File: src/hw/rtl/bmj_pkg.sv
// ----------------------------------------------------------------------------
// bmj_pkg
// types, widths and the arctangent table of the bearing jacobian unit
// ----------------------------------------------------------------------------
package bmj_pkg;

  localparam int NST   = 2;   // stations
  localparam int QBITS = 33;  // quotient bits, one per cell
  localparam int CW    = 36;  // cordic x/y width
  localparam int RW    = 66;  // partial remainder width
  localparam int R2W   = 65;  // squared range width
  localparam int ACW   = 32;  // angle accumulator, 2^-32 turn

  typedef enum logic [1:0] {
    REG_S0X = 2'd0,
    REG_S0Y = 2'd1,
    REG_S1X = 2'd2,
    REG_S1Y = 2'd3
  } cfg_reg_t;

  typedef struct packed {
    logic signed [CW-1:0] cx;
    logic signed [CW-1:0] cy;
    logic [ACW-1:0]       acc;
    logic [RW-1:0]        rx;    // remainder for |dy|
    logic [RW-1:0]        ry;    // remainder for |dx|
    logic [QBITS-1:0]     qx;
    logic [QBITS-1:0]     qy;
    logic [R2W-1:0]       r2;
    logic                 big;
    logic                 hit;
    logic                 negx;  // -dy is negative
    logic                 negy;  // dx is negative
  } bmj_lane_t;

  typedef bmj_lane_t [NST-1:0] bmj_word_t;

  function automatic logic [ACW-1:0] atan_turn(input logic [4:0] k);
    logic [ACW-1:0] r;
    case (k)
      5'd0:  r = 32'h20000000;
      5'd1:  r = 32'h12E4051E;
      5'd2:  r = 32'h09FB385B;
      5'd3:  r = 32'h051111D4;
      5'd4:  r = 32'h028B0D43;
      5'd5:  r = 32'h0145D7E1;
      5'd6:  r = 32'h00A2F61E;
      5'd7:  r = 32'h00517C55;
      5'd8:  r = 32'h0028BE53;
      5'd9:  r = 32'h00145F2F;
      5'd10: r = 32'h000A2F98;
      5'd11: r = 32'h000517CC;
      5'd12: r = 32'h00028BE6;
      5'd13: r = 32'h000145F3;
      5'd14: r = 32'h0000A2FA;
      5'd15: r = 32'h0000517D;
      5'd16: r = 32'h000028BE;
      5'd17: r = 32'h0000145F;
      5'd18: r = 32'h00000A30;
      5'd19: r = 32'h00000518;
      5'd20: r = 32'h0000028C;
      5'd21: r = 32'h00000146;
      5'd22: r = 32'h000000A3;
      5'd23: r = 32'h00000051;
      5'd24: r = 32'h00000029;
      5'd25: r = 32'h00000014;
      5'd26: r = 32'h0000000A;
      5'd27: r = 32'h00000005;
      5'd28: r = 32'h00000003;
      5'd29: r = 32'h00000001;
      5'd30: r = 32'h00000001;
      default: r = 32'h00000000;
    endcase
    return r;
  endfunction

endpackage

File: src/hw/rtl/bmj_cell.sv
// ----------------------------------------------------------------------------
// bmj_cell
// one quotient bit and, below STEPS, one cordic micro-rotation per station
// ----------------------------------------------------------------------------
module bmj_cell #(
  parameter int IDX   = 0,
  parameter int STEPS = 16
) (
  input  logic               clk,
  input  logic               en,
  input  bmj_pkg::bmj_word_t din,
  output bmj_pkg::bmj_word_t dout
);
  import bmj_pkg::*;

  localparam bit ROT = (IDX < STEPS) && (IDX < 32);
  localparam int SH  = (IDX < 32) ? IDX : 31;
  localparam logic [4:0] K = SH[4:0];

  bmj_word_t            nxt;
  logic signed [CW-1:0] xs;
  logic signed [CW-1:0] ys;
  logic [RW-1:0]        tx;
  logic [RW-1:0]        ty;
  logic                 bx;
  logic                 by;

  always_comb begin
    nxt = din;
    xs  = '0;
    ys  = '0;
    tx  = '0;
    ty  = '0;
    bx  = 1'b0;
    by  = 1'b0;
    for (int i = 0; i < NST; i++) begin
      if (ROT) begin
        xs = din[i].cx >>> SH;
        ys = din[i].cy >>> SH;
        if (!din[i].cy[CW-1]) begin
          nxt[i].cx  = din[i].cx + ys;
          nxt[i].cy  = din[i].cy - xs;
          nxt[i].acc = din[i].acc + atan_turn(K);
        end else begin
          nxt[i].cx  = din[i].cx - ys;
          nxt[i].cy  = din[i].cy + xs;
          nxt[i].acc = din[i].acc - atan_turn(K);
        end
      end
      // restoring division, first cell compares the unshifted numerator
      tx = (IDX == 0) ? din[i].rx : {din[i].rx[RW-2:0], 1'b0};
      ty = (IDX == 0) ? din[i].ry : {din[i].ry[RW-2:0], 1'b0};
      bx = tx >= {1'b0, din[i].r2};
      by = ty >= {1'b0, din[i].r2};
      nxt[i].rx = bx ? tx - {1'b0, din[i].r2} : tx;
      nxt[i].ry = by ? ty - {1'b0, din[i].r2} : ty;
      nxt[i].qx = {din[i].qx[QBITS-2:0], bx};
      nxt[i].qy = {din[i].qy[QBITS-2:0], by};
    end
  end

  always_ff @(posedge clk) begin
    if (en) begin
      dout <= nxt;
    end
  end

endmodule

File: config.mk
export PLATFORM = sky130hd
export DESIGN_NAME = bmj_cell
export DESIGN_NICKNAME = d
export VERILOG_FILES = /design/src/hw/rtl/bmj_pkg.sv /design/src/hw/rtl/bmj_cell.sv
export SDC_FILE = /design/constraint.sdc
export NUM_CORES = 2
export LEC_CHECK = 0
export ABC_AREA = 1
export BUFFER_PORTS_ARGS = -buffer_cell sky130_fd_sc_hd__buf_2
export CELL_PAD_IN_SITES_DETAIL_PLACEMENT = 1
export CELL_PAD_IN_SITES_GLOBAL_PLACEMENT = 2
export CORE_AREA = 4 4 576 578
export CTS_CLUSTER_SIZE = 14
export DETAILED_ROUTE_END_ITERATION = 12
export DIE_AREA = 0 0 580 582
export HOLD_SLACK_MARGIN = 0.06
export PLACE_DENSITY_LB_ADDON = 0.1
export SYNTH_ARGS = -nofsm -noshare
export SYNTH_HDL_FRONTEND = slang
export SYNTH_SLANG_ARGS = --single-unit
File: constraint.sdc
create_clock -name clk -period 3.48 [get_ports clk]
set_input_delay 0.696 -clock clk [delete_from_list [all_inputs] [get_ports clk]]
set_output_delay 0.696 -clock clk [all_outputs]
set_load 0.1 [all_outputs]
After elaboration in Yosys (flattened, before gate mapping)

Index checks and enable logic that the tools add are counted.

Bits in read-only memories: 0
Memories: 0
Output and inout bits: 742
Latch bits: 0
Bits in registers: 742
Memory bits (writable): 0

Magnitude comparators: 4
Bitwise operators: 0
Equality and inequality tests: 0
Shift operators: 0
Divide/modulo/power cells: 0
Add/sub/neg operators: 14
Mux-type cells: 6
Reduce and logical (&&, ||, !) cells: 0
Multiply operators: 0

Operators by type and width:

| operator                                                               | number |
|---|---|
| 66-bit by 65-bit >= comparator with 1-bit output                       | 4 |
| 66-bit 2-to-1 mux                                                      | 4 |
| 66-bit by 65-bit subtractor with 66-bit output                         | 4 |
| 104-bit 2-to-1 mux                                                     | 2 |
| 36-bit subtractor                                                      | 4 |
| 36-bit adder                                                           | 2 |
| 32-bit by 30-bit adder with 32-bit output (second input constant)      | 2 |
| 32-bit by 30-bit subtractor with 32-bit output (second input constant) | 2 |

Logic depth before layout (Yosys ltp)

Word-level depth: 2
Gate-level depth with buffers: 20
Mapped depth without buffers: 18

Worst setup path after synthesis

Ideal clock, no wire load.

Path kind: input to register
Start: in din[506] (netlist bit)
End: reg dout[531] (netlist bit), data pin
Slack: 0.688 ns
Buffers on the path: 2
Library setup time: 0.252 ns
Required time: 3.228 ns
Arrival time: 2.540 ns
Stages on the path: 20
Cells stage by stage: inv_1 > ha_1 > inv_1 > fa_1 > nand2_1 > nand3_1 > nand3_1 > nand2_2 > nand2_1 > nand2_2 > nand2_1 > nand2_2 > nand2_1 > nand2_1 > nand3_1 > nand2_2 > buf_6 > buf_6 > nand2_1 > nand2_1

RTL lines:

| what                 | line           | RTL |
|---|---|---|
| from (decl)          | bmj_cell.sv:11 | `input bmj_pkg::bmj_word_t din,` |
| to (signal assigned) | bmj_cell.sv:64 | `dout <= nxt;` |
| to (decl)            | bmj_cell.sv:12 | `output bmj_pkg::bmj_word_t dout` |

==> results.yml <==
yosys:
  postSynthAreaPerCell_um2: 6.65
  synthesis.yosys.warnings: 0
  syn_area_mm2: 0.0645
  synth.yosys.seq_area_share: 0.344
  postSynthNetCount: 10900
  yosysUniqueCellTypes: 46
  synth_seq_cells: 740
  post_synth_inst_count: 9708
worst_hold_path:
  hold_path.startpoint: "din[403]"
  hold_end: "dout[403]$_DFFE_PP_"
  hold_path.class: "input pin to flip-flop"
  whs_path_depth: 1
clock_tree:
  cts_num_sinks: 740
  clock_tree.htree_level_count: 3
  cts.reportedPaths.clkPinSlew_ns: 0.06
  cts-buffers-inserted: 103
  tritoncts: "done"
  clock-root-buffer: "clkbuf_16"
  clk_path_buf_depth: 4
layout:
  n_fill_cell: 40900
  multi_input_comb_area_mm2: 0.0351
  layout_common_cells: "nand2_1, inv_1, buf_2"
  max_flop_register: "dout"
  layout_commonest_cell: "nand2_1"
  reg_top3: "dout (740)"
  flip_flop_count_of_the_largest_register_all_copies_and_words_added: 740
  layout.cell_area.non_filler_mm2: 0.0936
  syn2layout_area_growth_pct: 45.1
  register_area_mm2: 0.0222
  stdcell_count: 17200
  num-nets-final: 14000
  final_layout_size_suffix_gt1_frac: 0.236
detailed_routing:
  drc: 0
  drt_wl_total_um: 459000
  final_antenna_net_count: 0
  avgViaCountPerCell: 4.38
  drt-wirelength-per-cell_um: 26.7
  drt_pre_antenna_iters: 5
  detailed_route_via_count: 75500
  drtIter0Drc: 4193
worst_setup_path:
  critical_path.startpoint_type: "input pin"
  cp_common_cell: "nand2_1"
  count_of_buffering_cells_on_the_critical_path_with_inverters_included: 4
  setup.worst_path.end_class: "flip-flop"
  worstSetupPathType: "input pin to flip-flop"
  max_stage_delay_ns: 0.53
  worst_path_arrival_ns: 3.91
  critPathTopFamily: "simple AND/OR/NAND/NOR gates"
  worst-endpoint-required_ns: 4.04
  timing.critical_path.cells: "dlygate4sd3_1, buf_2, inv_1, ha_1, buf_4, or2_2, nand3_1, nand2_1, nand2_1, nand2_1, nand2_1, nand2_1, nand2_1, nand2_1, nand2_1, nand2_1, nand2_1, nand2_1"
  cpMaxStageDelayCell: "dlygate4sd3_1"
  critPathMaxFanout: 5
floorplanning:
  floorplan.io_pins: 1486
  row_count: 210
  floorplan.core_area_mm2: 0.327
  die_area_mm2: 0.338
  chipWidth_um: 580
  initial_utilization: 0.198
  die_height_um: 582
grt:
  wire_length_of_the_first_global_routing_pass_um: 624000
  grt-ovfl-total: 0
  grt_antenna_before_repair: 116
  grt.total_usage: 0.262
  grt_max_degree: 78
  vias_in_the_first_global_route: 79800
power_and_ir_drop:
  switching_share: 0.490
  power.density_mw_per_mm2: 473
  seqPwrFrac: 0.265
  worst_ir_drop_vdd_uv: 360
  comb_power_share: 0.490
  cell_internal_pwr_mw: 22.6
  p_leak_nw: 49.3
  switching_power_of_the_nets_mw: 21.7
  share_clk_of_total_power: 0.246
sta:
  timing_hold_violations_final: 0
  worstMarginPinSlew_ns: 0.832
  period_share: 0.964
  final-setup-viol-count: 0
  timing.max_slew.rel_slack: 0.449
  finalCriticalPeriod_ns: 3.36
  slew_viol_final: 0
  rsz_0062_raised_after_global_routing: "yes"
  max_freq_ghz: 0.298
run:
  max_cap_viol_count: 0
placed_design:
  globalplace.congestion: 0.970
  placed_cells_incl_taps: 16700
  detailed_place_hpwl_um: 410000
  port-buffer-count: 1481
  placement.cell_area_mm2: 0.0871
status:
  run_status: "finished, final reports clean"
-- timing repair --
item / 4_1_cts / 5_1_grt
hold buffers: 296 / 0
setup buffers: 0 / 4
endpoints found under the hold margin: 296 / 0
endpoints found under the setup margin: 0 / 156
gates resized for setup: 0 / 13
-- cell usage after synthesis (all sizes together) --
cell type  instances  area [µm²]
clkinv             5        18.8
xor2             186        1630
nand4             52         325
a31oi              5        31.3
and3               4        25.0
nor3b              2        15.0
nand2b             3        18.8
nand3            532        2670
o21ai            305        1530
o21bai            51         383
a21o              16         120
o22ai             27         169
a21boi            11        82.6
o211ai            12        90.1
edfxtp           740       22200
xnor2              7        61.3
buf               96         731
clkbuf            49         188
a21oi            540        2720
nor4              11        75.1
ha               470        5880
nand2           3817       14400
nor3              89         455
fa                12         240
nand3b            46         345
or2               33         206
and2              11        68.8
o21a              39         293
o311ai             2        17.5
nor2             837        3200
inv             1698        6370
-- cells by family after synthesis --
| group | share of synthesized area |
|---|---|
| compound gates | 0.0842 |
| simple gates | 0.337 |
| flops | 0.344 |
| fa+ha+maj | 0.0949 |
| buf+inv | 0.113 |
| xor+xnor | 0.0262 |
-- worst max-delay path by stage --
stage / start / to / slack, ns / cells after the start
CTS: din[416] / dout[586]$_DFFE_PP_ / 0.03 / 16
detailed placement: din[419] / dout[617]$_DFFE_PP_ / -0.39 / 15
finish: din[378] / dout[634]$_DFFE_PP_ / 0.12 / 18
global placement: din[419] / dout[619]$_DFFE_PP_ / -0.41 / 15
floorplan: din[506] / dout[531]$_DFFE_PP_ / 0.69 / 20
global route: din[416] / dout[568]$_DFFE_PP_ / -0.01 / 19
-- layout make-up --
cell class | count | area share
diodes | 60 | 0.00160
clock buffers | 119 | 0.0282
clock inverters | 63 | 0.00728
inverters | 1703 | 0.0684
multi-input cells | 7120 | 0.374
flip-flops and latches | 740 | 0.237
well taps | 4346 | 0.0581
repair buffers | 3063 | 0.225
-- metrics by stage --
step | setup TNS, ns | util | total power [mW] | hold slack [ns] | worst slack [ns]
floorplan | 0 | - | 24.8 | 0.795 | 0.688
global placement | -46.98 | 0.267 | 33.3 | 0.873 | -0.407
detailed placement | -47.14 | 0.267 | 33.3 | 0.874 | -0.387
CTS | 0 | 0.286 | 44.9 | 0.0606 | 0.0347
global route | -0.00967 | 0.287 | 46.4 | 0.0807 | -0.00967
finish | 0 | 0.287 | 44.3 | 0.135 | 0.125
-- per-layer routing --
layer,GRT usage,vias up,share of wire
li1,-,36600,-
met3,0.0376,456,0.042
met4,0.100,38,0.046
met5,0,-,0.00055
met1,0.320,36500,0.43
met2,0.462,1788,0.49
-- power groups by stage --
stage / clock network, mW / registers (mW) / logic [mW]
2_1_floorplan: 0 / 19.2 / 5.62
3_3_place_gp: 0 / 11.9 / 21.4
3_5_place_dp: 0 / 11.9 / 21.4
4_1_cts: 11.3 / 11.8 / 21.8
5_1_grt: 11.6 / 11.8 / 22.9
6_report: 10.9 / 11.7 / 21.7
(Power assumes the default switching activity.)
