$ cat config.mk
export PLATFORM = sky130hd
export DESIGN_NAME = bmj_final
export DESIGN_NICKNAME = d
export VERILOG_FILES = /design/src/hw/rtl/bmj_pkg.sv /design/src/hw/rtl/bmj_final.sv
export SDC_FILE = /design/constraint.sdc
export NUM_CORES = 1
export LEC_CHECK = 0
export BUFFER_PORTS_ARGS = -buffer_cell sky130_fd_sc_hd__buf_2
export CAP_MARGIN = 25
export CORE_AREA = 4 4 349 351
export DETAILED_ROUTE_END_ITERATION = 7
export DIE_AREA = 0 0 353 355
export PLACE_DENSITY = 0.3
export REMOVE_ABC_BUFFERS = 1
export SYNTH_ARGS = -nofsm -noshare
export SYNTH_HDL_FRONTEND = slang
export SYNTH_SLANG_ARGS = --single-unit
$ cat constraint.sdc
create_clock -name clk -period 12.55 [get_ports clk]
set_clock_uncertainty 0.1 [all_clocks]
set_input_delay 1.255 -clock clk [delete_from_list [all_inputs] [get_ports clk]]
set_output_delay 1.255 -clock clk [all_outputs]
set_load 0.05 [all_outputs]
$ cat src/hw/rtl/bmj_pkg.sv
// ----------------------------------------------------------------------------
// bmj_pkg
// types, widths and the arctangent table of the bearing jacobian unit
// ----------------------------------------------------------------------------
package bmj_pkg;

  localparam int NST   = 2;   // stations
  localparam int QBITS = 33;  // quotient bits, one per cell
  localparam int CW    = 36;  // cordic x/y width
  localparam int RW    = 66;  // partial remainder width
  localparam int R2W   = 65;  // squared range width
  localparam int ACW   = 32;  // angle accumulator, 2^-32 turn

  typedef enum logic [1:0] {
    REG_S0X = 2'd0,
    REG_S0Y = 2'd1,
    REG_S1X = 2'd2,
    REG_S1Y = 2'd3
  } cfg_reg_t;

  typedef struct packed {
    logic signed [CW-1:0] cx;
    logic signed [CW-1:0] cy;
    logic [ACW-1:0]       acc;
    logic [RW-1:0]        rx;    // remainder for |dy|
    logic [RW-1:0]        ry;    // remainder for |dx|
    logic [QBITS-1:0]     qx;
    logic [QBITS-1:0]     qy;
    logic [R2W-1:0]       r2;
    logic                 big;
    logic                 hit;
    logic                 negx;  // -dy is negative
    logic                 negy;  // dx is negative
  } bmj_lane_t;

  typedef bmj_lane_t [NST-1:0] bmj_word_t;

  function automatic logic [ACW-1:0] atan_turn(input logic [4:0] k);
    logic [ACW-1:0] r;
    case (k)
      5'd0:  r = 32'h20000000;
      5'd1:  r = 32'h12E4051E;
      5'd2:  r = 32'h09FB385B;
      5'd3:  r = 32'h051111D4;
      5'd4:  r = 32'h028B0D43;
      5'd5:  r = 32'h0145D7E1;
      5'd6:  r = 32'h00A2F61E;
      5'd7:  r = 32'h00517C55;
      5'd8:  r = 32'h0028BE53;
      5'd9:  r = 32'h00145F2F;
      5'd10: r = 32'h000A2F98;
      5'd11: r = 32'h000517CC;
      5'd12: r = 32'h00028BE6;
      5'd13: r = 32'h000145F3;
      5'd14: r = 32'h0000A2FA;
      5'd15: r = 32'h0000517D;
      5'd16: r = 32'h000028BE;
      5'd17: r = 32'h0000145F;
      5'd18: r = 32'h00000A30;
      5'd19: r = 32'h00000518;
      5'd20: r = 32'h0000028C;
      5'd21: r = 32'h00000146;
      5'd22: r = 32'h000000A3;
      5'd23: r = 32'h00000051;
      5'd24: r = 32'h00000029;
      5'd25: r = 32'h00000014;
      5'd26: r = 32'h0000000A;
      5'd27: r = 32'h00000005;
      5'd28: r = 32'h00000003;
      5'd29: r = 32'h00000001;
      5'd30: r = 32'h00000001;
      default: r = 32'h00000000;
    endcase
    return r;
  endfunction

endpackage

$ cat src/hw/rtl/bmj_final.sv
// ----------------------------------------------------------------------------
// bmj_final
// bearing rounding, jacobian sign and saturation, output register
// ----------------------------------------------------------------------------
module bmj_final (
  input  logic                          clk,
  input  logic                          en,
  input  bmj_pkg::bmj_word_t            din,
  output logic [bmj_pkg::NST-1:0][15:0] bearing,
  output logic [bmj_pkg::NST-1:0][31:0] jac_x,
  output logic [bmj_pkg::NST-1:0][31:0] jac_y,
  output logic [bmj_pkg::NST-1:0]       hit
);
  import bmj_pkg::*;

  function automatic logic [31:0] sat_q(input logic [QBITS-1:0] q, input logic neg,
                                        input logic zero);
    logic [QBITS-1:0] m;
    logic [31:0]      r;
    m = q;
    if (zero) begin
      r = '0;
    end else if (neg) begin
      if (q > QBITS'(33'h0_8000_0000)) m = QBITS'(33'h0_8000_0000);
      r = 32'(-m);
    end else begin
      if (q > QBITS'(33'h0_7FFF_FFFF)) m = QBITS'(33'h0_7FFF_FFFF);
      r = m[31:0];
    end
    return r;
  endfunction

  logic [ACW-1:0] rnd [NST];

  always_comb begin
    for (int i = 0; i < NST; i++) begin
      rnd[i] = din[i].acc + 32'h0000_8000;
    end
  end

  always_ff @(posedge clk) begin
    if (en) begin
      for (int i = 0; i < NST; i++) begin
        bearing[i] <= din[i].hit ? 16'd0 : rnd[i][31:16];
        jac_x[i]   <= sat_q(din[i].qx, din[i].negx, din[i].hit || din[i].big);
        jac_y[i]   <= sat_q(din[i].qy, din[i].negy, din[i].hit || din[i].big);
        hit[i]     <= din[i].hit;
      end
    end
  end

endmodule

Yosys cells after proc, flatten, opt, wreduce, memory -nomap -nowiden
Index checks and enable logic that the tools add are counted.
{"block": "classes", "bitwise": 0, "magnitude_cmp": 8, "add_sub_neg": 6, "n_shift": 0, "div": 0, "reduce_logical": 2, "mux": 24, "n_mul": 0, "eq_ne": 0}
{"operator": "32-bit two-way mux", "n": 24}
{"operator": "33-bit by 31-bit greater-than comparator with 1-bit output, second input constant", "n": 4}
{"operator": "33-bit by 32-bit greater-than comparator with 1-bit output, second input constant", "n": 4}
{"operator": "32-bit negator", "n": 4}
{"operator": "32-bit by 16-bit adder with 32-bit output, second input constant", "n": 2}
{"operator": "1-bit logical OR", "n": 2}
{"block": "word_totals", "inputBits": 744, "register_bits": 162, "wordCells": 47, "n_memories": 0, "mem_bits_rw": 0, "romBits": 0, "out_inout_bits": 162, "latch_bits": 0}

Logic depth before layout (Yosys ltp)
Gate-level depths: netlist of run 1.
{"block": "logic_depth", "depth_word": 7, "mapped_depth": 15, "ltp_nobuf": 12}

Worst setup path after synthesis of run 1
OpenSTA, ideal clock, no wires.
{"block": "synth_path", "path_kind": "input -> register", "from": "input port din[129] in the netlist's numbering", "to": "register jac_x[26] in the netlist's numbering (data pin)", "path_slack_ps": 7688, "setup_time_ps": 152, "path_stages": 15, "t_required_ps": 12298, "t_arrival_ps": 4610, "path_buffers": 3, "path_cell_list": "or4_1 -> or3_1 -> or3_1 -> o21ai_2 -> buf_2 -> nand2_1 -> ha_1 -> clkbuf_1 -> nor4b_1 -> a21o_1 -> clkbuf_1 -> nand2_1 -> nor2_1 -> or4b_1 -> a31oi_1"}
{"block": "synth_between", "elab_chain_len": 7, "word_cells_on_any_way": 9, "cone_classes": "1 x add/sub; 2 x order compare; 6 x mux"}
{"item": "from (decl)", "line": "bmj_final.sv:8", "rtl": "input bmj_pkg::bmj_word_t din,"}
{"item": "33-bit by 32-bit greater-than comparator with 1-bit output", "line": "bmj_final.sv:24", "rtl": "if (q > QBITS'(33'h0_8000_0000)) m = QBITS'(33'h0_8000_0000);"}
{"item": "32-bit two-way mux", "line": "bmj_final.sv:24"}
{"item": "32-bit two-way mux", "line": "bmj_final.sv:23", "rtl": "end else if (neg) begin"}
{"item": "32-bit two-way mux", "line": "bmj_final.sv:21", "rtl": "if (zero) begin"}
{"item": "32-bit two-way mux", "line": "bmj_final.sv:42", "rtl": "if (en) begin"}
{"item": "32-bit negator", "line": "bmj_final.sv:25", "rtl": "r = 32'(-m);"}
{"item": "32-bit two-way mux *", "line": "bmj_final.sv:23"}
{"item": "to (signal, indexed assignment)", "line": "bmj_final.sv:45", "rtl": "jac_x[i] <= sat_q(din[i].qx, din[i].negx, din[i].hit || din[i].big);"}
{"item": "to (decl)", "line": "bmj_final.sv:10", "rtl": "output logic [bmj_pkg::NST-1:0][31:0] jac_x,"}
Mark *: on every way between the ends. The rest lies on a longest branch, timed or not. The select of a mux whose other input is x is not followed.
A chain may end at the register's enable or synchronous reset.

Worst setup path after layout of run 1
{"block": "layout_path", "from": "input port din[483] in the netlist's numbering", "to": "register jac_x[50] in the netlist's numbering (data pin)"}
The elaborated chain is that of the path after synthesis.

==> impl_metrics.py, run 1 <==
metrics = {
    "pwr": {
        "vdd_drop_max_mv": 0.116,
        "powerDensity_nw_per_um2": 113,
        "clkPwrFrac_pct": 34.2,
        "p_sw_share_pct": 37.4,
        "internal_power_uw": 1060,
        "p_leak_uw": 0.00493,
        "pwr-share-comb_pct": 26.9,
        "pwr-share-seq_pct": 39.0,
        "switching_power_uw": 632,
    },
    "synth": {
        "avgSynthCellArea_sq_um": 8.99,
        "ys_ff_latch": 162,
        "yosysWarnings": 0,
        "yosys.area.top_type_share_pct": 44.7,
        "synth_seq_area_share_pct": 44.7,
        "ys_async_sr_fraction_pct": 0,
        "synth_ff_type": "edfxtp_1",
        "synth_top_cells_by_area": "edfxtp_1, a21oi_1, nor2_1",
        "synth.distinct_cells": 82,
        "syn_inst": 1211,
        "yosysMostFrequentCell": "edfxtp_1",
        "syn-cell-area_sq_um": 10900,
        "synth_commonest_cells": "edfxtp_1, nor2_1, a21oi_1, o21ai_0, nand2_1",
        "synth_largest_area_cell": "edfxtp_1",
        "synth_edf_count": 162,
    },
    "route": {
        "final_antenna_net_count": 0,
        "vias": 11700,
        "vias_per_cell": 3.79,
        "drtIter0Drc": 898,
        "wl_microns": 61900,
        "drcViolationCount": 0,
        "dr.pass1.iters": 5,
        "routedWlPerCell_microns": 20.1,
    },
    "timing": {
        "rsz0062_at_grt": "false",
        "fmax_mhz": 196,
        "relSlewSlack_pct": 25.7,
        "hold_viol_final": 0,
        "setup_tns_ns": 0,
        "fin_crit_ns": 5.11,
        "min_period_over_period_pct": 40.8,
        "slew_viol_final": 0,
        "tightest_slew_ns": 1.11,
        "setup_viol": 0,
    },
    "global_routing": {
        "grt_max_degree": 66,
        "grt_pass1_wl_microns": 86400,
        "grt_overflow_total": 0,
        "antenna_found_initial": 41,
        "grt_pass1_vias": 11400,
        "globalRouteTotalUtil_pct": 9.57,
    },
    "cts": {
        "cts_made_buffers": 17,
        "cts.hold.buffers_added": 0,
        "clkSlewWorstSetupHoldPaths_ns": 0.07,
        "cts_setup_buffers": 0,
        "ctsResizeCount": 0,
        "cts.path.max_buffers": 2,
        "cts.sinks": 162,
        "cts-root-buf": "clkbuf_16",
        "cts_tree": "built",
        "htreeDepth": 4,
    },
    "die": {
        "dieArea_sq_um": 125000,
        "num_io_pins": 906,
        "die_x_microns": 353,
        "rows": 127,
        "start_util_pct": 9.15,
        "fp.dieH_microns": 355,
        "core_sq_um": 119000,
    },
    "worst_setup_path": {
        "crit_top_cell": "nand2_1",
        "worst-path-stages": 11,
        "cp_data_required_time_ns": 12.66,
        "critical_path_class": "in2reg",
        "crit_path_start_kind": "primary input",
        "crit_path_end_kind": "register",
        "slowest_delay_ns": 0.68,
        "path_buf_inv": 1,
        "crit_chain": "buf_2 > or4_1 > nor4_2 > a31o_2 > nand2_1 > ha_1 > or4b_2 > o22ai_1 > nand2_1 > o21ai_1 > a311oi_1",
        "cp-startpoint": "din[483]",
        "arrival_ns": 5.23,
        "cpMaxStageDelayCell": "or4_1",
        "critical_path.endpoint": "jac_x[50]",
        "cpLargestDelayFamily": "simple AND/OR/NAND/NOR gates",
        "cp_max_fo": 17,
    },
    "place": {
        "numPortBuffers": 337,
        "gp_congestion": 0.810,
        "place_inst": 3041,
        "hpwl_microns": 47700,
    },
    "final_layout": {
        "syn_to_final_growth_pct": 37.5,
        "drive_gt1_share_pct": 28.2,
        "fin_util_pct": 12.6,
        "stdcell_count": 3082,
        "nFillCells": 13700,
        "nets": 2262,
    },
    "min_path": {
        "hold_path.class": "in2reg",
        "hold_depth": 3,
        "min_from": "din[662]",
    },
    "job": {
        "cap_violations": 0,
    },
    "run_status": {
        "status": "complete, no violations",
    },
}
==> sequential cells by signal, summed over array words and instances (netlist names) <==
register / count
bearing: 32
jac_y: 64
hit: 2
jac_x: 64
==> per-layer routing <==
metal | wire length [microns] | part of all wire (%) | GRT usage, %
met1 | 26800 | 43 | 11.9
met2 | 27000 | 44 | 14.5
met3 | 6660 | 11 | 4.59
met4 | 1400 | 2.3 | 3.19
met5 | 131 | 0.21 | 0
==> power by group through the flow <==
stage	logic, uW	registers (uW)	clock network, uW
global placement	459	671	0
global route	482	663	633
finish	453	658	577
CTS	457	660	618
floorplan	105	820	0
detailed placement	456	670	0
==> logic make-up (layout without fill, tap and decap cells) <==
| group | count (synthesis) | in the layout | share of synthesized area (%) |
|---|---|---|---|
| AO/OA/AOI/OAI | 417 | 417 | 24.7 |
| XOR/XNOR | 30 | 30 | 2.41 |
| adder cells (fa/ha/maj) | 6 | 6 | 0.690 |
| buffers and inverters | 89 | 402 | 3.31 |
| flip-flops | 162 | 162 | 44.7 |
| multiplexers | 2 | 2 | 0.195 |
| other | 0 | 10 | 0 |
| AND/OR/NAND/NOR | 505 | 505 | 24.0 |
==> cell usage in the layout (no fill, tap or decap), types with 12 or more instances in the layout <==
master,count
buf_2,336
edfxtp_1,162
nor2_1,140
a21oi_1,119
o21ai_0,104
nand2_1,95
nand3_1,50
nor3_1,49
a31oi_1,32
nor4_1,26
or3_1,25
nand4_1,24
a211oi_1,22
xor2_1,21
or4_1,17
inv_1,17
clkbuf_16,17
buf_4,16
or2_2,12
and3_1,12
o31ai_1,12
==> tightest hold or removal path: stages <==
cell and delay [ns]:
buf_2 0.09, xor2_1 0.06, nor2_1 0.08
==> area by class of cell <==
class | count | area, sq um | share of cell area, %
diodes | 10 | 25.0 | 0.167
clock buffers | 18 | 429 | 2.87
clock inverters | 13 | 159 | 1.06
inverters | 18 | 67.6 | 0.451
multi-input cells | 960 | 5680 | 37.9
flip-flops and latches | 162 | 4860 | 32.5
well taps | 1548 | 1940 | 12.9
repair buffers | 353 | 1810 | 12.1
==> through the flow <==
stage / worst slack, ns / power, uW / cell area (sq um) / hold WS (ns)
after floorplan: 7.85 / 925 / 10600 / 1.25
after global placement: 6.72 / 1130 / 14400 / 1.50
after detailed placement: 6.85 / 1130 / 14400 / 1.50
after CTS: 7.40 / 1730 / 14900 / 0.914
after global routing: 7.11 / 1780 / 15000 / 0.963
final: 7.44 / 1690 / 15000 / 0.990
==> worst min-delay path by stage <==
| stage | end | slack, ns |
|---|---|---|
| 6_report | bearing[24] | 0.99 |
| 5_1_grt | bearing[17] | 0.96 |
| 4_1_cts | bearing[24] | 0.91 |
| 3_5_place_dp | bearing[11] | 1.50 |
| 3_3_place_gp | bearing[31] | 1.50 |
| 2_1_floorplan | hit[0] | 1.25 |
Note: power is estimated with default switching activity, not from simulation.
==> run 2, diff against run 1 <==
==> constraint.sdc (replaced) <==
create_clock -name clk -period 4.48 [get_ports clk]
set_clock_uncertainty 0.1 [all_clocks]
set_input_delay 0.448 -clock clk [delete_from_list [all_inputs] [get_ports clk]]
set_output_delay 0.448 -clock clk [all_outputs]
set_load 0.05 [all_outputs]
==> impl_metrics.py, run 2 (synthesized netlist as in run 1, its figures left out) <==
metrics = {
    "global_routing": {
        "grt_overflow_total": 0,
        "globalRouteTotalUtil_pct": 9.66,
        "antenna_found_initial": 38,
        "grt_pass1_wl_microns": 87600,
        "grt_max_degree": 73,
        "grt_pass1_vias": 11700,
    },
    "die": {
        "core_sq_um": 119000,
        "num_io_pins": 906,
        "fp.dieH_microns": 355,
        "rows": 127,
        "die_x_microns": 353,
        "start_util_pct": 9.15,
        "dieArea_sq_um": 125000,
    },
    "final_layout": {
        "stdcell_count": 3128,
        "fin_util_pct": 12.9,
        "nets": 2304,
        "nFillCells": 13600,
        "stdcell_area_sq_um": 15300,
        "syn_to_final_growth_pct": 40.7,
        "mostFrequentLayoutCells": "buf_2, edfxtp_1, nor2_1",
        "drive_gt1_share_pct": 30.3,
        "reg_top3": "jac_x: 64 flops, jac_y: 64 flops, bearing: 32 flops",
        "layout_commonest_cell": "buf_2",
    },
    "worst_setup_path": {
        "arrival_ns": 4.12,
        "cp_data_required_time_ns": 4.76,
        "path_buf_inv": 2,
        "crit_chain": "buf_2 > or4_1 > nor4_4 > a31o_2 > nand2_1 > ha_1 > or4b_2 > o22ai_1 > nand2_1 > o21ai_1 > a311oi_1 > buf_4",
        "cpMaxStageDelayCell": "or4_1",
        "cpLargestDelayFamily": "simple AND/OR/NAND/NOR gates",
        "cp_max_fo": 8,
        "slowest_delay_ns": 0.66,
        "crit_top_cell": "nand2_1",
        "critical_path_class": "in2reg",
        "crit_path_end_kind": "register",
        "crit_path_start_kind": "primary input",
    },
    "pwr": {
        "pwr-share-seq_pct": 38.8,
        "powerDensity_nw_per_um2": 310,
        "p_sw_share_pct": 38.9,
        "pwr-share-comb_pct": 27.3,
        "p_leak_uw": 0.00514,
        "internal_power_uw": 2900,
        "clkPwrFrac_pct": 33.9,
        "switching_power_uw": 1850,
        "vdd_drop_max_mv": 0.329,
    },
    "cts": {
        "cts_made_buffers": 17,
        "cts.sinks": 162,
        "cts.path.max_buffers": 2,
        "cts_tree": "built",
        "htreeDepth": 4,
        "cts_setup_buffers": 0,
        "clkSlewWorstSetupHoldPaths_ns": 0.08,
        "cts-root-buf": "clkbuf_16",
        "cts.hold.buffers_added": 0,
        "ctsResizeCount": 0,
    },
    "place": {
        "numPortBuffers": 337,
        "gp_congestion": 0.804,
        "place_area_sq_um": 14700,
        "pre_cts_slack_ns": 0.0356,
        "hpwl_microns": 48900,
        "place_inst": 3082,
    },
    "route": {
        "drtIter0Drc": 1131,
        "wl_microns": 62600,
        "wl_met1_microns": 27500,
        "vias": 11900,
        "routed.top_layer": "met5",
        "final_antenna_net_count": 0,
        "dr.pass1.iters": 6,
        "routedWlPerCell_microns": 20.0,
        "wl_met3_microns": 6080,
        "vias_per_cell": 3.81,
        "dr_wl_met2_microns": 26900,
        "drcViolationCount": 0,
    },
    "timing": {
        "hold_viol_final": 0,
        "min_period_over_period_pct": 85.7,
        "tightest_slew_ns": 1.08,
        "slew_viol_final": 0,
        "setup_ws_ns": 0.639,
        "fmax_mhz": 260,
        "setup_viol": 0,
        "rsz0062_at_grt": "false",
        "relSlewSlack_pct": 27.0,
        "fin_crit_ns": 3.84,
        "setup_tns_ns": 0,
    },
    "job": {
        "cap_violations": 0,
    },
    "run_status": {
        "status": "complete, no violations",
    },
    "min_path": {
        "hold_path.class": "in2reg",
    },
}
[run 2: final timing paths]
check	from	end	cells after the start
max	din[492]	jac_x[50]	12
min	din[669]	bearing[31]	3
[run 2: layout make-up]
type / count / area (sq um) / area share (%)
multi-input combinational: 960 / 5680 / 37.1
sequential: 162 / 4860 / 31.8
timing repair buffer: 395 / 2140 / 14.0
tap: 1548 / 1940 / 12.6
clock buffer: 17 / 425 / 2.78
clock inverter: 15 / 175 / 1.14
inverter: 18 / 67.6 / 0.441
antenna: 13 / 32.5 / 0.212
[run 2: metal layers]
layer / track usage (%) / vias up
met5: 0 / -
met1: 12.5 / 5824
li1: - / 5449
met3: 3.80 / 74
met2: 14.6 / 560
met4: 3.52 / 16
[run 2: metrics by stage]
step | hold WS [ns] | power, uW
finish | 0.174 | 4750
global route | 0.159 | 5000
CTS | 0.119 | 4870
detailed placement | 0.692 | 3180
global placement | 0.692 | 3190
floorplan | 0.447 | 2590
[run 2: tightest hold or removal path, delay by kind of cell]
kind	cells	cell delay, ns
xor gates and xnor gates	1	0.06
buffers and inverters	1	0.09
and+or+nand+nor	1	0.08
[run 2: power groups by stage]
stage	clock, uW	sequential [uW]	combinational, uW
floorplan	0	2300	294
global placement	0	1880	1310
detailed placement	0	1880	1300
CTS	1710	1850	1310
global route	1760	1860	1380
finish	1610	1840	1300
==> run 3, diff against run 2 <==
--- a/config.mk
+++ b/config.mk
@@ -5,11 +5,12 @@
 export SDC_FILE = /design/constraint.sdc
 export NUM_CORES = 1
 export LEC_CHECK = 0
+export ABC_AREA = 1
 export BUFFER_PORTS_ARGS = -buffer_cell sky130_fd_sc_hd__buf_2
 export CAP_MARGIN = 25
-export CORE_AREA = 4 4 349 351
+export CORE_AREA = 4 4 353 355
 export DETAILED_ROUTE_END_ITERATION = 7
-export DIE_AREA = 0 0 353 355
+export DIE_AREA = 0 0 357 359
 export PLACE_DENSITY = 0.3
 export REMOVE_ABC_BUFFERS = 1
 export SYNTH_ARGS = -nofsm -noshare
==> impl_metrics.py, run 3 <==
metrics = {
    "final_layout": {
        "layout_commonest_cell": "nand2_1",
        "fin_util_pct": 13.8,
        "drive_gt1_share_pct": 22.0,
        "multiInputGateArea_sq_um": 6390,
        "reg_top3": "jac_x: 64 flops, jac_y: 64 flops, bearing: 32 flops",
        "mostFrequentLayoutCells": "nand2_1, buf_2, inv_1",
        "area.sequential_sq_um": 4860,
        "syn_to_final_growth_pct": 33.3,
        "nFillCells": 14300,
        "nets": 2796,
    },
    "cts": {
        "clkSlewWorstSetupHoldPaths_ns": 0.08,
        "cts-root-buf": "clkbuf_16",
        "htreeDepth": 4,
        "cts_setup_buffers": 0,
        "cts_made_buffers": 17,
        "cts.sinks": 162,
        "ctsResizeCount": 0,
        "cts.path.max_buffers": 2,
        "cts_tree": "built",
        "cts.hold.buffers_added": 0,
    },
    "synth": {
        "avgSynthCellArea_sq_um": 7.15,
        "synth_top_cells_by_area": "edfxtp_1, nand2_1, o21ai_0",
        "synth_largest_area_cell": "edfxtp_1",
        "ys_ff_latch": 162,
        "synth_seq_area_share_pct": 38.9,
        "synth_edf_count": 162,
        "yosysWarnings": 0,
        "synth_commonest_cells": "nand2_1, inv_1, nor2_1, o21ai_0, edfxtp_1",
        "yosys.area.top_type_share_pct": 38.9,
        "syn-cell-area_sq_um": 12500,
        "yosysMostFrequentCell": "nand2_1",
        "synth.distinct_cells": 51,
        "ys_async_sr_fraction_pct": 0,
        "synth_ff_type": "edfxtp_1",
        "syn_inst": 1751,
    },
    "global_routing": {
        "antenna_found_initial": 46,
        "grt_max_degree": 67,
        "globalRouteTotalUtil_pct": 11.1,
        "grt_overflow_total": 0,
        "grt_pass1_vias": 13300,
        "grt_pass1_wl_microns": 102000,
    },
    "route": {
        "wl_microns": 71900,
        "routedWlPerCell_microns": 19.5,
        "drcViolationCount": 0,
        "drtIter0Drc": 874,
        "vias_per_cell": 3.63,
        "vias": 13400,
        "final_antenna_net_count": 0,
        "dr.pass1.iters": 5,
    },
    "worst_setup_path": {
        "slowest_delay_ns": 0.48,
        "cpLargestDelayFamily": "simple AND/OR/NAND/NOR gates",
        "path_buf_inv": 5,
        "crit_top_cell": "nand2_1",
        "worst-path-stages": 21,
        "crit_chain": "buf_2 > inv_1 > nand2_1 > nor2_1 > nand2_1 > nor2_1 > nand2_1 > nand2_2 > nand2_1 > ha_1 > inv_1 > or2_2 > a21oi_2 > nand2_1 > nor2_2 > buf_4 > nand2_1 > nand2_1 > nand2_1 > o21ai_1 > inv_1",
        "cp-startpoint": "din[490]",
        "cp_data_required_time_ns": 4.63,
        "arrival_ns": 3.25,
        "critical_path.endpoint": "jac_x[62]",
        "critical_path_class": "in2reg",
        "crit_path_start_kind": "primary input",
        "crit_path_end_kind": "register",
        "cp_max_fo": 6,
        "cpMaxStageDelayCell": "o21ai_1",
    },
    "pwr": {
        "powerDensity_nw_per_um2": 302,
        "p_leak_uw": 0.00707,
        "pwr-share-seq_pct": 36.6,
        "internal_power_uw": 2930,
        "pwr-share-comb_pct": 31.5,
        "p_sw_share_pct": 42.0,
        "switching_power_uw": 2120,
        "clkPwrFrac_pct": 31.9,
        "vdd_drop_max_mv": 0.315,
    },
    "die": {
        "die_x_microns": 357,
        "rows": 128,
        "num_io_pins": 906,
        "dieArea_sq_um": 128000,
        "fp.dieH_microns": 359,
        "start_util_pct": 10.3,
        "core_sq_um": 121000,
    },
    "timing": {
        "worst_hold_slack_ns": 0.166,
        "slew_viol_final": 0,
        "rsz0062_at_grt": "false",
        "setup_viol": 0,
        "tightest_slew_ns": 0.938,
        "min_period_over_period_pct": 69.1,
        "setup_tns_ns": 0,
        "fmax_mhz": 323,
        "relSlewSlack_pct": 37.4,
        "fin_crit_ns": 3.10,
        "hold_viol_final": 0,
    },
    "place": {
        "hpwl_microns": 56800,
        "gp_congestion": 0.807,
        "numPortBuffers": 337,
    },
    "run_status": {
        "status": "complete, no violations",
    },
    "job": {
        "cap_violations": 0,
    },
    "min_path": {
        "hold_path.class": "in2reg",
    },
}
## run 3: kinds of logic after synthesis
family	share of synthesized area [%]
AND/OR/NAND/NOR	28.0
AO/OA/AOI/OAI	19.9
buffers and inverters	10.2
adder cells (fa/ha/maj)	0.600
flip-flops	38.9
XOR/XNOR	2.52
## run 3: tightest hold or removal path: stages
cell and delay, ns:
buf_2 0.08, xor2_1 0.05, nor2_1 0.07
## run 3: area by class of cell
class | instances | area share [%]
Clock inverter | 14 | 0.937
Sequential cell | 162 | 29.1
Timing Repair Buffer | 362 | 11.7
Inverter | 224 | 5.04
Multi-Input combinational cell | 1279 | 38.3
Tap cell | 1625 | 12.2
Clock buffer | 18 | 2.57
Antenna cell | 10 | 0.150
## run 3: worst min path at each step
stage	from	endpoint	cells past startpoint
floorplan	din[2]	hit[0]	0
global placement	din[298]	bearing[15]	3
detailed placement	din[657]	bearing[19]	2
CTS	din[657]	bearing[19]	2
global route	din[298]	bearing[15]	3
finish	din[298]	bearing[15]	3
## run 3: through the flow
stage	area, sq um	cells	total power [uW]	setup WS, ns
floorplan	12100	1665	2820	1.07
global placement	16000	3649	3500	0.748
detailed placement	16100	3652	3500	0.812
CTS	16700	3684	5180	1.39
global route	16700	3684	5350	1.10
finish	16700	3694	5040	1.38
## run 3: power groups by stage
stage | registers [uW] | logic [uW] | clock network [uW]
2_1_floorplan | 2310 | 510 | 0
5_1_grt | 1860 | 1730 | 1760
6_report | 1850 | 1590 | 1610
4_1_cts | 1850 | 1620 | 1700
3_5_place_dp | 1880 | 1610 | 0
3_3_place_gp | 1880 | 1620 | 0
## run 3: per-layer routing
| metal | wire length [microns] | vias up | track usage [%] | share of wire (%) |
|---|---|---|---|---|
| li1 | - | 6572 | - | - |
| met1 | 33500 | 6361 | 14.7 | 47 |
| met2 | 31500 | 385 | 16.9 | 44 |
| met3 | 5100 | 83 | 3.76 | 7.1 |
| met4 | 1660 | 26 | 3.10 | 2.3 |
| met5 | 172 | - | 0 | 0.24 |
